--- config.mk ---
export PLATFORM = sky130hd
export DESIGN_NAME = i2c_single_byte_master
export DESIGN_NICKNAME = d
export VERILOG_FILES = /design/src/hdl/i2csb_pkg.sv /design/src/hdl/i2csb_front.sv /design/src/hdl/i2csb_queue.sv /design/src/hdl/i2csb_engine.sv /design/src/hdl/i2c_single_byte_master.sv
export VERILOG_INCLUDE_DIRS = /design/src /design/src/hdl
export SDC_FILE = /design/constraint.sdc
export NUM_CORES = 1
export LEC_CHECK = 0
export ABC_CLOCK_PERIOD_IN_PS = 4930
export BUFFER_PORTS_ARGS = -buffer_cell sky130_fd_sc_hd__clkbuf_2
export CAP_MARGIN = 20
export CORE_MARGIN = 5
export CORE_UTILIZATION = 53
export DETAILED_ROUTE_END_ITERATION = 6
export PLACE_DENSITY = 0.76
export SYNTH_ARGS = -nofsm -noshare
export SYNTH_HDL_FRONTEND = slang
export SYNTH_SLANG_ARGS = --single-unit
--- constraint.sdc ---
create_clock -name clock -period 4.93 [get_ports clock]
set_clock_uncertainty 0.05 [all_clocks]
set_input_delay 0.7395 -clock clock [delete_from_list [all_inputs] [get_ports clock]]
set_output_delay 0.7395 -clock clock [all_outputs]
set_load 0.01 [all_outputs]
--- src/hdl/i2c_single_byte_master_defines.svh ---
// Assertion macros shared by the I2C single-byte master RTL.
`ifndef I2C_SINGLE_BYTE_MASTER_DEFINES_SVH
`define I2C_SINGLE_BYTE_MASTER_DEFINES_SVH
`ifndef ASSERT_OFF
// Antecedent implies consequent in the same cycle.
`define ASSERT_IMPLY(lbl, clk, rst, ante, cons, msg) \
   lbl: assert property (@(posedge clk) disable iff (rst) (ante) |-> (cons)) else $error(msg);
// Antecedent implies consequent in the next cycle.
`define ASSERT_NEXT(lbl, clk, rst, ante, cons, msg) \
   lbl: assert property (@(posedge clk) disable iff (rst) (ante) |=> (cons)) else $error(msg);
// Expression never holds.
`define ASSERT_NEVER(lbl, clk, rst, expr, msg) \
   lbl: assert property (@(posedge clk) disable iff (rst) !(expr)) else $error(msg);
`else
`define ASSERT_IMPLY(lbl, clk, rst, ante, cons, msg)
`define ASSERT_NEXT(lbl, clk, rst, ante, cons, msg)
`define ASSERT_NEVER(lbl, clk, rst, expr, msg)
`endif
`endif

--- src/hdl/i2csb_pkg.sv ---
// Shared types, constants and helpers of the I2C single-byte master.
package i2csb_pkg;

   localparam int CSR_ADDR_W          = 3;
   localparam int CSR_DATA_W          = 32;
   localparam int REG_SEL_BIT         = 2;
   localparam int QUEUE_DEPTH_DEFAULT = 2;

   localparam logic [15:0] QPT_RESET = 16'd125;
   localparam logic [15:0] ATO_RESET = 16'd255;

   localparam logic REG_QPT = 1'b0;
   localparam logic REG_ATO = 1'b1;

   localparam logic [1:0] OP_NONE  = 2'd0;
   localparam logic [1:0] OP_WRITE = 2'd1;
   localparam logic [1:0] OP_READ  = 2'd2;

   typedef enum logic [1:0] {
      CMD_NONE,
      CMD_WRITE,
      CMD_READ
   } cmd_type;

   typedef enum logic [4:0] {
      PH_IDLE,
      PH_ST_A,
      PH_ST_B,
      PH_TX_L1,
      PH_TX_L2,
      PH_TX_H1,
      PH_TX_H2,
      PH_AK_L1,
      PH_AK_L2,
      PH_AK_H1,
      PH_AK_H2,
      PH_RX_L1,
      PH_RX_L2,
      PH_RX_H1,
      PH_RX_H2,
      PH_NK_L1,
      PH_NK_L2,
      PH_NK_H1,
      PH_NK_H2,
      PH_SP_L1,
      PH_SP_L2,
      PH_SP_H1,
      PH_SP_H2
   } phase_type;

   typedef struct packed {
      cmd_type    cmd;
      logic [7:0] addr_byte;
      logic [7:0] write_data;
      logic       sda_in;
   } pkt_type;

   typedef struct packed {
      logic       scl_level;
      logic       sda_level;
      logic       busy_res;
      logic       done_res;
      logic       success;
      logic [7:0] read_data;
   } res_type;

   // Plain in-order successor for phases that end without a special action.
   function automatic phase_type phase_succ(input phase_type ph);
      phase_type nxt;
      nxt = PH_IDLE;
      case (ph)
         PH_ST_A:  nxt = PH_ST_B;
         PH_TX_L1: nxt = PH_TX_L2;
         PH_TX_L2: nxt = PH_TX_H1;
         PH_TX_H1: nxt = PH_TX_H2;
         PH_AK_L1: nxt = PH_AK_L2;
         PH_AK_L2: nxt = PH_AK_H1;
         PH_AK_H1: nxt = PH_AK_H2;
         PH_RX_L1: nxt = PH_RX_L2;
         PH_RX_L2: nxt = PH_RX_H1;
         PH_RX_H1: nxt = PH_RX_H2;
         PH_NK_L1: nxt = PH_NK_L2;
         PH_NK_L2: nxt = PH_NK_H1;
         PH_NK_H1: nxt = PH_NK_H2;
         PH_SP_L1: nxt = PH_SP_L2;
         PH_SP_L2: nxt = PH_SP_H1;
         PH_SP_H1: nxt = PH_SP_H2;
         default:  nxt = PH_IDLE;
      endcase
      return nxt;
   endfunction

endpackage

--- src/hdl/i2csb_front.sv ---
// Front stage: accept input items, decode the opcode and hold one item.
module i2csb_front (
   input  logic              clock,
   input  logic              reset,
   input  logic              in_valid,
   output logic              in_ready,
   input  logic [1:0]        opcode,
   input  logic [7:0]        addr_byte,
   input  logic [7:0]        write_data,
   input  logic              sda_in,
   output logic              out_valid,
   input  logic              out_ready,
   output i2csb_pkg::pkt_type out_pkt
);
   import i2csb_pkg::*;

   logic    valid_ff;
   logic    valid_in;
   pkt_type pkt_ff;
   pkt_type pkt_in;
   logic    take;

   assign in_ready = !valid_ff || out_ready;
   assign take     = in_valid && in_ready;

   always_comb begin
      pkt_in            = pkt_ff;
      pkt_in.addr_byte  = addr_byte;
      pkt_in.write_data = write_data;
      pkt_in.sda_in     = sda_in;
      // opcode three and anything unknown counts as no command
      case (opcode)
         OP_WRITE: pkt_in.cmd = CMD_WRITE;
         OP_READ:  pkt_in.cmd = CMD_READ;
         default:  pkt_in.cmd = CMD_NONE;
      endcase
   end

   always_comb begin
      if (take) begin
         valid_in = 1'b1;
      end else if (out_ready) begin
         valid_in = 1'b0;
      end else begin
         valid_in = valid_ff;
      end
   end

   always_ff @(posedge clock) begin
      if (reset) begin
         valid_ff <= 1'b0;
      end else begin
         valid_ff <= valid_in;
      end
   end

   always_ff @(posedge clock) begin
      if (take) begin
         pkt_ff <= pkt_in;
      end
   end

   assign out_valid = valid_ff;
   assign out_pkt   = pkt_ff;

endmodule

--- src/hdl/i2csb_queue.sv ---
// Short in-order queue between the front stage and the bus engine.
module i2csb_queue #(
   parameter int DEPTH = i2csb_pkg::QUEUE_DEPTH_DEFAULT
) (
   input  logic               clock,
   input  logic               reset,
   input  logic               push_valid,
   output logic               push_ready,
   input  i2csb_pkg::pkt_type push_pkt,
   output logic               pop_valid,
   input  logic               pop_ready,
   output i2csb_pkg::pkt_type pop_pkt
);
   import i2csb_pkg::*;

   localparam int CNT_W = $clog2(DEPTH + 1);
   localparam int PTR_W = $clog2(DEPTH);

   pkt_type            slot_ff [DEPTH];
   logic [PTR_W-1:0]   wr_ptr_ff;
   logic [PTR_W-1:0]   wr_ptr_in;
   logic [PTR_W-1:0]   rd_ptr_ff;
   logic [PTR_W-1:0]   rd_ptr_in;
   logic [CNT_W-1:0]   count_ff;
   logic [CNT_W-1:0]   count_in;
   logic               push;
   logic               pop;

   assign push_ready = (count_ff != CNT_W'(DEPTH));
   assign pop_valid  = (count_ff != '0);
   assign push       = push_valid && push_ready;
   assign pop        = pop_valid && pop_ready;
   assign pop_pkt    = slot_ff[rd_ptr_ff];

   always_comb begin
      wr_ptr_in = wr_ptr_ff;
      rd_ptr_in = rd_ptr_ff;
      count_in  = count_ff;
      if (push) begin
         wr_ptr_in = (wr_ptr_ff == PTR_W'(DEPTH - 1)) ? '0 : wr_ptr_ff + PTR_W'(1);
      end
      if (pop) begin
         rd_ptr_in = (rd_ptr_ff == PTR_W'(DEPTH - 1)) ? '0 : rd_ptr_ff + PTR_W'(1);
      end
      if (push && !pop) begin
         count_in = count_ff + CNT_W'(1);
      end else if (pop && !push) begin
         count_in = count_ff - CNT_W'(1);
      end
   end

   always_ff @(posedge clock) begin
      if (reset) begin
         wr_ptr_ff <= '0;
         rd_ptr_ff <= '0;
         count_ff  <= '0;
      end else begin
         wr_ptr_ff <= wr_ptr_in;
         rd_ptr_ff <= rd_ptr_in;
         count_ff  <= count_in;
      end
   end

   always_ff @(posedge clock) begin
      if (push) begin
         slot_ff[wr_ptr_ff] <= push_pkt;
      end
   end

endmodule

--- src/hdl/i2csb_engine.sv ---
// Bus engine: advance the I2C transfer one tick per item and register the result.
`include "i2c_single_byte_master_defines.svh"
module i2csb_engine (
   input  logic               clock,
   input  logic               reset,
   input  logic [15:0]        quarter_period_ticks,
   input  logic [15:0]        ack_timeout_ticks,
   input  logic               in_valid,
   output logic               in_ready,
   input  i2csb_pkg::pkt_type in_pkt,
   output logic               out_valid,
   input  logic               out_ready,
   output i2csb_pkg::res_type out_res
);
   import i2csb_pkg::*;

   phase_type   phase_ff, phase_in;
   logic [15:0] tick_ff, tick_in;
   logic [3:0]  bit_ff, bit_in;
   logic [7:0]  tx_ff, tx_in;
   logic [7:0]  rx_ff, rx_in;
   logic [15:0] wait_ff, wait_in;
   logic        is_read_ff, is_read_in;
   logic [7:0]  held_ff, held_in;
   logic        scl_out_ff, scl_out_in;
   logic        sda_out_ff, sda_out_in;
   logic        on_data_ff, on_data_in;
   logic        ok_ff, ok_in;

   logic        out_valid_ff, out_valid_in;
   res_type     res_ff, res_in;

   logic        step;
   logic [15:0] q_eff;
   logic [15:0] lim;
   logic        tick_last;
   logic [15:0] wait_inc;
   logic [3:0]  bit_inc;
   logic        go;
   phase_type   go_phase;
   logic        done;

   assign in_ready  = !out_valid_ff || out_ready;
   assign step      = in_valid && in_ready;
   assign out_valid = out_valid_ff;
   assign out_res   = res_ff;

   always_comb begin
      q_eff     = (quarter_period_ticks == 16'd0) ? 16'd1 : quarter_period_ticks;
      lim       = (ack_timeout_ticks == 16'd0) ? 16'd1 : ack_timeout_ticks;
      tick_last = ({1'b0, tick_ff} + 17'd1) >= {1'b0, q_eff};
      wait_inc  = (wait_ff != 16'hFFFF) ? wait_ff + 16'd1 : wait_ff;
      bit_inc   = bit_ff + 4'd1;

      phase_in   = phase_ff;
      tick_in    = tick_ff;
      bit_in     = bit_ff;
      tx_in      = tx_ff;
      rx_in      = rx_ff;
      wait_in    = wait_ff;
      is_read_in = is_read_ff;
      held_in    = held_ff;
      scl_out_in = scl_out_ff;
      sda_out_in = sda_out_ff;
      on_data_in = on_data_ff;
      ok_in      = ok_ff;
      go         = 1'b0;
      go_phase   = phase_ff;
      done       = 1'b0;

      if (step) begin
         if (phase_ff == PH_IDLE) begin
            if (in_pkt.cmd != CMD_NONE) begin
               tx_in      = in_pkt.addr_byte;
               held_in    = in_pkt.write_data;
               is_read_in = (in_pkt.cmd == CMD_READ);
               rx_in      = 8'd0;
               bit_in     = 4'd0;
               wait_in    = 16'd0;
               on_data_in = 1'b0;
               ok_in      = 1'b0;
               go         = 1'b1;
               go_phase   = PH_ST_A;
            end
         end else if (phase_ff == PH_AK_H2 && tick_last) begin
            // sample ACK every tick once SCL has been high for two phases
            if (!in_pkt.sda_in) begin
               if (on_data_ff) begin
                  ok_in    = 1'b1;
                  go       = 1'b1;
                  go_phase = PH_SP_L1;
               end else if (is_read_ff) begin
                  bit_in   = 4'd0;
                  rx_in    = 8'd0;
                  go       = 1'b1;
                  go_phase = PH_RX_L1;
               end else begin
                  tx_in      = held_ff;
                  bit_in     = 4'd0;
                  on_data_in = 1'b1;
                  go         = 1'b1;
                  go_phase   = PH_TX_L1;
               end
            end else begin
               wait_in = wait_inc;
               if (wait_inc >= lim) begin
                  ok_in    = 1'b0;
                  go       = 1'b1;
                  go_phase = PH_SP_L1;
               end
            end
         end else if (!tick_last) begin
            tick_in = tick_ff + 16'd1;
         end else begin
            case (phase_ff)
               PH_TX_H2: begin
                  tx_in  = {tx_ff[6:0], 1'b0};
                  bit_in = bit_inc;
                  go     = 1'b1;
                  if (bit_inc >= 4'd8) begin
                     wait_in  = 16'd0;
                     go_phase = PH_AK_L1;
                  end else begin
                     go_phase = PH_TX_L1;
                  end
               end
               PH_RX_H2: begin
                  rx_in    = {rx_ff[6:0], in_pkt.sda_in};
                  bit_in   = bit_inc;
                  go       = 1'b1;
                  go_phase = (bit_inc >= 4'd8) ? PH_NK_L1 : PH_RX_L1;
               end
               PH_ST_B: begin
                  bit_in     = 4'd0;
                  on_data_in = 1'b0;
                  go         = 1'b1;
                  go_phase   = PH_TX_L1;
               end
               PH_NK_H2: begin
                  ok_in    = 1'b1;
                  go       = 1'b1;
                  go_phase = PH_SP_L1;
               end
               PH_SP_H2: begin
                  phase_in = PH_IDLE;
                  tick_in  = 16'd0;
                  done     = 1'b1;
               end
               default: begin
                  go       = 1'b1;
                  go_phase = phase_succ(phase_ff);
               end
            endcase
         end
      end

      // enter the new phase: restart its tick count and set the bus levels
      if (go) begin
         phase_in = go_phase;
         tick_in  = 16'd0;
         case (go_phase)
            PH_ST_A: begin
               scl_out_in = 1'b1;
               sda_out_in = 1'b1;
            end
            PH_ST_B:  sda_out_in = 1'b0;
            PH_TX_L1, PH_AK_L1, PH_RX_L1, PH_NK_L1, PH_SP_L1: scl_out_in = 1'b0;
            PH_TX_L2: sda_out_in = tx_in[7];
            PH_AK_L2, PH_RX_L2, PH_NK_L2: sda_out_in = 1'b1;
            PH_SP_L2: sda_out_in = 1'b0;
            PH_TX_H1, PH_AK_H1, PH_RX_H1, PH_NK_H1, PH_SP_H1: scl_out_in = 1'b1;
            PH_SP_H2: sda_out_in = 1'b1;
            default: ;
         endcase
      end

      res_in.scl_level = scl_out_in;
      res_in.sda_level = sda_out_in;
      res_in.busy_res  = (phase_in != PH_IDLE);
      res_in.done_res  = done;
      res_in.success   = done && ok_in;
      res_in.read_data = (done && ok_in && is_read_in) ? rx_in : 8'd0;

      if (step) begin
         out_valid_in = 1'b1;
      end else if (out_ready) begin
         out_valid_in = 1'b0;
      end else begin
         out_valid_in = out_valid_ff;
      end
   end

   always_ff @(posedge clock) begin
      if (reset) begin
         phase_ff     <= PH_IDLE;
         tick_ff      <= 16'd0;
         bit_ff       <= 4'd0;
         tx_ff        <= 8'd0;
         rx_ff        <= 8'd0;
         wait_ff      <= 16'd0;
         is_read_ff   <= 1'b0;
         held_ff      <= 8'd0;
         scl_out_ff   <= 1'b1;
         sda_out_ff   <= 1'b1;
         on_data_ff   <= 1'b0;
         ok_ff        <= 1'b0;
         out_valid_ff <= 1'b0;
      end else begin
         phase_ff     <= phase_in;
         tick_ff      <= tick_in;
         bit_ff       <= bit_in;
         tx_ff        <= tx_in;
         rx_ff        <= rx_in;
         wait_ff      <= wait_in;
         is_read_ff   <= is_read_in;
         held_ff      <= held_in;
         scl_out_ff   <= scl_out_in;
         sda_out_ff   <= sda_out_in;
         on_data_ff   <= on_data_in;
         ok_ff        <= ok_in;
         out_valid_ff <= out_valid_in;
      end
   end

   always_ff @(posedge clock) begin
      if (step) begin
         res_ff <= res_in;
      end
   end

   `ASSERT_IMPLY(a_done_not_busy, clock, reset, out_valid_ff && res_ff.done_res, !res_ff.busy_res, "done item still reports busy")
   `ASSERT_IMPLY(a_flags_only_done, clock, reset, out_valid_ff && !res_ff.done_res, !res_ff.success && res_ff.read_data == 8'd0, "status fields set without done")
   `ASSERT_NEVER(a_scl_sda_apart, clock, reset, step && scl_out_in != scl_out_ff && sda_out_in != sda_out_ff, "SCL and SDA change on the same tick")
   `ASSERT_NEXT(a_hold_without_step, clock, reset, !step, $stable(phase_ff) && $stable(tick_ff), "bus state moved without an item")

endmodule

--- src/hdl/i2c_single_byte_master.sv ---
// Top level of the tick-driven I2C single-byte master with its register port.
// Path: an accepted item passes the front register, the queue and the engine result register.
// Throughput: one item per cycle sustained while rsp_ready stays high; the engine advances the bus one tick per item.
// Reset (synchronous, active high): bus idle with SCL and SDA released, queues empty,
// quarter period 125 ticks and ACK timeout 255 ticks.
module i2c_single_byte_master #(
   parameter int QUEUE_DEPTH = i2csb_pkg::QUEUE_DEPTH_DEFAULT
) (
   input  logic                                clock,
   input  logic                                reset,
   // input items: one timing tick each
   input  logic                                req_valid,
   output logic                                req_ready,
   input  logic [1:0]                          req_opcode,
   input  logic [7:0]                          req_addr_byte,
   input  logic [7:0]                          req_write_data,
   input  logic                                req_sda_in,
   // result items: one per input item
   output logic                                rsp_valid,
   input  logic                                rsp_ready,
   output logic                                rsp_scl_level,
   output logic                                rsp_sda_level,
   output logic                                rsp_busy_res,
   output logic                                rsp_done_res,
   output logic                                rsp_success,
   output logic [7:0]                          rsp_read_data,
   // register port
   input  logic                                csr_psel,
   input  logic                                csr_penable,
   input  logic                                csr_pwrite,
   input  logic [i2csb_pkg::CSR_ADDR_W-1:0]    csr_paddr,
   input  logic [i2csb_pkg::CSR_DATA_W-1:0]    csr_pwdata,
   output logic [i2csb_pkg::CSR_DATA_W-1:0]    csr_prdata,
   output logic                                csr_pready
);
   import i2csb_pkg::*;

   logic [15:0] qpt_ff, qpt_in;
   logic [15:0] ato_ff, ato_in;
   logic        csr_wr;

   logic        front_valid;
   logic        front_ready;
   pkt_type     front_pkt;
   logic        queue_valid;
   logic        queue_ready;
   pkt_type     queue_pkt;
   res_type     eng_res;

   // Registers: quarter period at byte address 0, ACK timeout at 4.
   // Only the register select bit is decoded; the low byte-lane bits are ignored.
   assign csr_pready = 1'b1;
   assign csr_wr     = csr_psel && csr_penable && csr_pwrite && csr_pready;

   always_comb begin
      qpt_in = qpt_ff;
      ato_in = ato_ff;
      if (csr_wr) begin
         if (csr_paddr[REG_SEL_BIT] == REG_ATO) begin
            ato_in = csr_pwdata[15:0];
         end else begin
            qpt_in = csr_pwdata[15:0];
         end
      end
   end

   always_ff @(posedge clock) begin
      if (reset) begin
         qpt_ff <= QPT_RESET;
         ato_ff <= ATO_RESET;
      end else begin
         qpt_ff <= qpt_in;
         ato_ff <= ato_in;
      end
   end

   // Read back the selected register, zero-extended to the bus width.
   always_comb begin
      if (csr_paddr[REG_SEL_BIT] == REG_QPT) begin
         csr_prdata = {{(CSR_DATA_W - 16){1'b0}}, qpt_ff};
      end else begin
         csr_prdata = {{(CSR_DATA_W - 16){1'b0}}, ato_ff};
      end
   end

   // Front: take the item and decode its opcode.
   i2csb_front u_front (
      .clock      (clock),
      .reset      (reset),
      .in_valid   (req_valid),
      .in_ready   (req_ready),
      .opcode     (req_opcode),
      .addr_byte  (req_addr_byte),
      .write_data (req_write_data),
      .sda_in     (req_sda_in),
      .out_valid  (front_valid),
      .out_ready  (front_ready),
      .out_pkt    (front_pkt)
   );

   // Queue: decouple the front from engine stalls on the result side.
   i2csb_queue #(
      .DEPTH (QUEUE_DEPTH)
   ) u_queue (
      .clock      (clock),
      .reset      (reset),
      .push_valid (front_valid),
      .push_ready (front_ready),
      .push_pkt   (front_pkt),
      .pop_valid  (queue_valid),
      .pop_ready  (queue_ready),
      .pop_pkt    (queue_pkt)
   );

   // Engine: advance the bus one tick per item and hold the result until taken.
   i2csb_engine u_engine (
      .clock                (clock),
      .reset                (reset),
      .quarter_period_ticks (qpt_ff),
      .ack_timeout_ticks    (ato_ff),
      .in_valid             (queue_valid),
      .in_ready             (queue_ready),
      .in_pkt               (queue_pkt),
      .out_valid            (rsp_valid),
      .out_ready            (rsp_ready),
      .out_res              (eng_res)
   );

   assign rsp_scl_level = eng_res.scl_level;
   assign rsp_sda_level = eng_res.sda_level;
   assign rsp_busy_res  = eng_res.busy_res;
   assign rsp_done_res  = eng_res.done_res;
   assign rsp_success   = eng_res.success;
   assign rsp_read_data = eng_res.read_data;

endmodule

# Word-level counts from Yosys, hierarchy flattened

Memories as Yosys holds them, arrays and structs flattened. A register that Yosys moved wholly into a read port is not among the register bits.
Cells that the tools add are included.

Register bits: 140
RAM bits: 38
Bits in read-only memories: 160
Input port bits: 61
Output and inout bits: 48
Logic and storage cells: 232
Memories kept: 2

Memory list:

| memory           | depth | bits a word | rd ports | clocked after memory_dff | write ports | line              | source |
|---|---|---|---|---|---|---|---|
| (name not given) | 32    | 5           | 1        | 1                        | 0           | i2csb_pkg.sv:71   | `case (ph)` |
| u_queue.slot_ff  | 2     | 19          | 1        | 1                        | 1           | i2csb_queue.sv:19 | `pkt_type slot_ff [DEPTH];` |

Add/sub/neg operators: 8
Magnitude comparators: 3
Equal/unequal tests: 35
Muxes and demuxes: 107
Bitwise operators: 3
Reduce and logical (&&, ||, !) cells: 44

Operators by type and width:

| operator              | count |
|---|---|
| $mux 16               | 13 |
| $mux 8                | 18 |
| $mux 5                | 15 |
| $mux 1                | 45 |
| $eq 5x4->1 const B    | 8 |
| $eq 5x5->1 const B    | 8 |
| $add 16x1->16 const B | 2 |
| $logic_not 16->1      | 2 |
| $mux 4                | 7 |
| $pmux 5 s5            | 1 |
| $eq 5x3->1 const B    | 4 |
| $add 16x1->17 const B | 1 |
| $ge 17x16->1          | 1 |
| $ge 16x16->1          | 1 |
| $ne 16x16->1 const B  | 1 |
| $eq 5x2->1 const B    | 3 |
| $reduce_and 6->1      | 2 |
| $reduce_bool 3->1     | 4 |
| $logic_and 1x1->1     | 10 |
| $reduce_bool 2->1     | 5 |
| $reduce_or 5->1       | 2 |
| $ne 3x3->1 const B    | 3 |
| $pmux 4 s2            | 1 |
| $reduce_and 7->1      | 1 |
| other kinds (27)      | 42 |

# Depth between registers and ports, before layout

Word-level depth: 12
Gate-level depth with buffers: 23
Mapped depth without buffers: 19

# By module

Synthesis repeated with hierarchy kept, for this count alone.

Cell total of the unflattened synthesis: 992
Area total of the unflattened synthesis: 9,601.7 um2

By module, submodules not included:

| module                 | instances | cells an instance | area each (um2) | sequential area each (um2) |
|---|---|---|---|---|
| i2csb_engine           | 1         | 721               | 5,728.0         | 1,911.8 |
| i2c_single_byte_master | 1         | 162               | 1,645.3         | 640.6 |
| i2csb_queue            | 1         | 83                | 1,590.3         | 1,241.2 |
| i2csb_front            | 1         | 26                | 638.1           | 590.6 |

# Worst setup path after synthesis

Ideal clock, no wire load.

Path kind: register -> register
Start point: register u_engine.wait_ff[3]
End point: register u_engine.res_ff, in the netlist u_engine.out_res[11] (data pin)
Setup time: 0.272 ns
Arrival: 4.437 ns
Required time: 4.608 ns
Setup slack: 0.172 ns
Stages on the path, launching flop included: 20
Path through: dfxtp_1 -> clkbuf_1 -> and4_1 -> nand3_1 -> nor2_1 -> nand4_1 -> nand4_1 -> nor2_1 -> xor2_1 -> ha_1 -> a22o_1 -> o41ai_1 -> a21oi_1 -> or4_1 -> a31oi_1 -> clkbuf_1 -> nor3b_1 -> o211a_1 -> a221oi_1 -> mux2i_1

RTL lines:

| element                | line                | source |
|---|---|---|
| start, declared        | i2csb_engine.sv:22  | `logic [15:0] wait_ff, wait_in;` |
| start signal, assigned | i2csb_engine.sv:214 | `wait_ff <= wait_in;` |
| end signal, assigned   | i2csb_engine.sv:227 | `res_ff <= res_in;` |
| end, declared          | i2csb_engine.sv:31  | `res_type res_ff, res_in;` |

==> impl_metrics.yaml <==
run_status:
  status: "finished clean"
grt:
  grt_use_total_pct: 21.2
  grt_pass1_vias: 7050
  grt_antenna_before_repair: 0
  grt_overflow: 0
  grt_max_degree: 73
  grt_pass1_wl_mm: 34.8
sta:
  tightest_slew_ns: 0.939
  setup_slack_ns: 0.217
  finalCritPeriodShare_pct: 95.6
  drv_slew: 0
  setup_tns_ns: 0
  hold_violations: 0
  fin_crit_ns: 4.71
  clock.fmax_mhz: 212
  fin_hold_ws_ns: 0.392
  setup_violations: 0
  slew_headroom_pct: 37.4
floorplanning:
  die_w_um: 142
  die_height_um: 142
  dieArea_sq_um: 20200
  num_rows: 48
  initial_core_util_pct: 53.8
  core_area_sq_um: 17200
  num_io_pins: 109
placement:
  port_buffers: 73
  dp.final_hpwl_mm: 15.2
  dp.cells: 1296
  post-place-ws_ns: 0.0933
  gp_routability_congestion: 0.919
logic_synthesis:
  ys.flop_type: "dfxtp_1"
  netlist_top_cells_count: "nor2_1 (123), dfxtp_1 (114), nand2_1 (103)"
  seq_area_frac_synth_pct: 47.3
  synth_cell_types: 70
  async_reset_ff_share_pct: 0
  yosysTopAreaCellShare_pct: 24.6
  synth_cells: 1016
  ys_ff_latch: 184
  synth_area_sq_um: 9270
  synth_area_leaders: "dfxtp_1 (25%), edfxtp_1 (23%), nor2_1 (5.0%), ha_1 (4.9%), a21oi_1 (4.4%)"
  synth.largest_area_cell: "dfxtp_1"
  synth.most_common_cell: "nor2_1"
  ys.warnings.count: 0
  synth_edf_count: 70
  avgSynthCellArea_sq_um: 9.13
worst_hold_path:
  hp-class: "register to register"
clock_network:
  clock_sinks: 184
  cts_tree: "done"
  numCtsBuffers: 17
  cts_hold_buf: 0
  cts_buffer_depth: 2
  clock-root-buffer: "clkbuf_16"
  h-tree-depth: 4
  clk_pin_slew_ns: 0.08
  clk_latency_ns: 0.44
finish:
  final-instance-count-excl-fill: 1335
  final_nets: 1194
  antenna_cells: 0
  nFillCells: 1427
  syn2layout_area_growth_pct: 15.5
  drive_above_1_share_pct: 17.4
setup_path:
  reg2reg_slack_ns: 0.22
  worstPathRequired_ns: 5.06
  cp_common_cell: "nand4_1"
  slowest_delay_ns: 0.55
  worstSetupPathType: "register to register"
  cpLargestDelayFamily: "simple AND/OR/NAND/NOR gates"
  crit_chain: "and4_1 -> nand3_2 -> nor2_4 -> nand4_1 -> nand4_1 -> nor2_1 -> xor2_1 -> ha_1 -> a22o_1 -> o41ai_1 -> a21oi_2 -> or4_4 -> a22o_4 -> and2_1 -> mux2_4 -> a211oi_4 -> mux2i_1"
  endpoint_kind: "register"
  worstPathArrival_ns: 4.84
  worstPathMaxFanout: 4
  cp_slowest_cell: "or4_4"
  startpoint_type: "register"
  cp_num_buf_inv: 0
pwr:
  ir_worst_vdd_uv: 330
  power_density_nw_per_um2: 399
  leakagePower_nw: 4.21
detailed_routing:
  ant_nets: 0
  drtIter0Drc: 627
  drt_pass1_iterations: 6
  wl_mm: 21.5
  via_per_inst: 5.70
  vias: 7613
  wl_per_cell_um: 16.1
  drc_errors: 0
run:
  maxCapViolCount: 0
## per-stage QoR
stage	total power, mW	instance area (sq um)	utilization [%]
3_5_place_dp	2.84	9940	57.6
4_1_cts	4.28	10600	61.4
5_1_grt	4.48	10700	62.2
2_1_floorplan	2.55	9330	-
3_3_place_gp	2.81	9940	57.6
6_report	4.28	10700	62.2
## layer usage
layer,track usage (%),wire (um),vias up,share of wire [%]
met5,0,0,-,0
met4,7.83,437,0,2.0
met3,3.73,1340,33,6.2
met2,34.3,10300,239,48
met1,28.7,9470,3567,44
li1,-,-,3774,-
## power breakdown
group | switching, mW | internal (mW) | leakage (nW) | total (mW)
registers | 0.105 | 1.77 | 1.58 | 1.88
logic | 0.595 | 0.368 | 2.32 | 0.963
clock network | 0.686 | 0.748 | 0.311 | 1.43
## logic make-up after synthesis
logic type,synth area share (%)
multiplexers,3.29
buffers and inverters,5.63
AO/OA/AOI/OAI,17.4
XOR/XNOR,2.83
flip-flops,47.3
other,0.0810
AND/OR/NAND/NOR,18.6
adder cells (fa/ha/maj),4.86
## sequential cells by signal, indices dropped and copies added (netlist names), named ones only
name and cells:
u_engine.wait_ff 16, u_queue.wr_ptr_ff 1, u_queue.count_ff 2, u_engine.on_data_ff 1, u_front.out_valid 1, u_engine.rx_ff 8
u_engine.phase_ff 5, u_engine.bit_ff 4, qpt_ff 16, u_front.out_pkt 19, u_engine.held_ff 8, u_queue.rd_ptr_ff 1
ato_ff 16, u_engine.out_res 13, u_engine.sda_out_ff 1, u_queue.slot_ff 38, u_engine.out_valid 1, u_engine.scl_out_ff 1
u_engine.is_read_ff 1, u_engine.tick_ff 16, u_engine.ok_ff 1, u_engine.tx_ff 8
## worst register-to-register path, stage by stage, from the launching register on
cell	delay [ns]
dfxtp_2	0.37
and4_1	0.25
nand3_2	0.16
nor2_4	0.15
nand4_1	0.19
nand4_1	0.29
nor2_1	0.09
xor2_1	0.24
ha_1	0.29
a22o_1	0.24
o41ai_1	0.30
a21oi_2	0.14
or4_4	0.55
a22o_4	0.26
and2_1	0.17
mux2_4	0.33
a211oi_4	0.27
mux2i_1	0.10
## area by class of cell
type                       instances  area [sq um]  area share [%]
clock buffer                      17           425            3.97
clock inverter                    15           218            2.03
inverter                          44           165            1.54
multi-input combinational        728          4500            42.0
sequential                       184          4390            40.9
tap                              225           282            2.63
timing repair buffer             122           733            6.84
## cell usage in the layout (no fill, tap or decap), drive strengths merged, types with 8 or more instances in the layout
cell type	count
a211o	13
a211oi	19
a21oi	82
a22oi	17
a31oi	8
and3	9
buf	50
clkbuf	89
conb	17
dfxtp	114
edfxtp	70
ha	36
inv	51
mux2	9
mux2i	20
nand2	104
nand3	21
nand3b	8
nand4	11
nor2	123
nor2b	18
nor3	28
nor4	10
o21ai	47
xnor2	18
xor2	12
## worst paths after layout
| kind | from | to | cells past startpoint |
|---|---|---|---|
| max | u_engine.wait_ff[6] | u_engine.out_res[11] | 17 |
| min | u_front.out_pkt[3] | u_queue.slot_ff[0][3] | 0 |
| max reg2reg | u_engine.wait_ff[6] | u_engine.out_res[11] | 17 |
| min reg2reg | u_front.out_pkt[3] | u_queue.slot_ff[0][3] | 0 |
## timing repair
| action | CTS | global route |
|---|---|---|
| setup endpoints to repair | 0 | 38 |
| setup buffers | 0 | 7 |
| resized for setup | 0 | 22 |
Power figures use the tool's default switching activity.
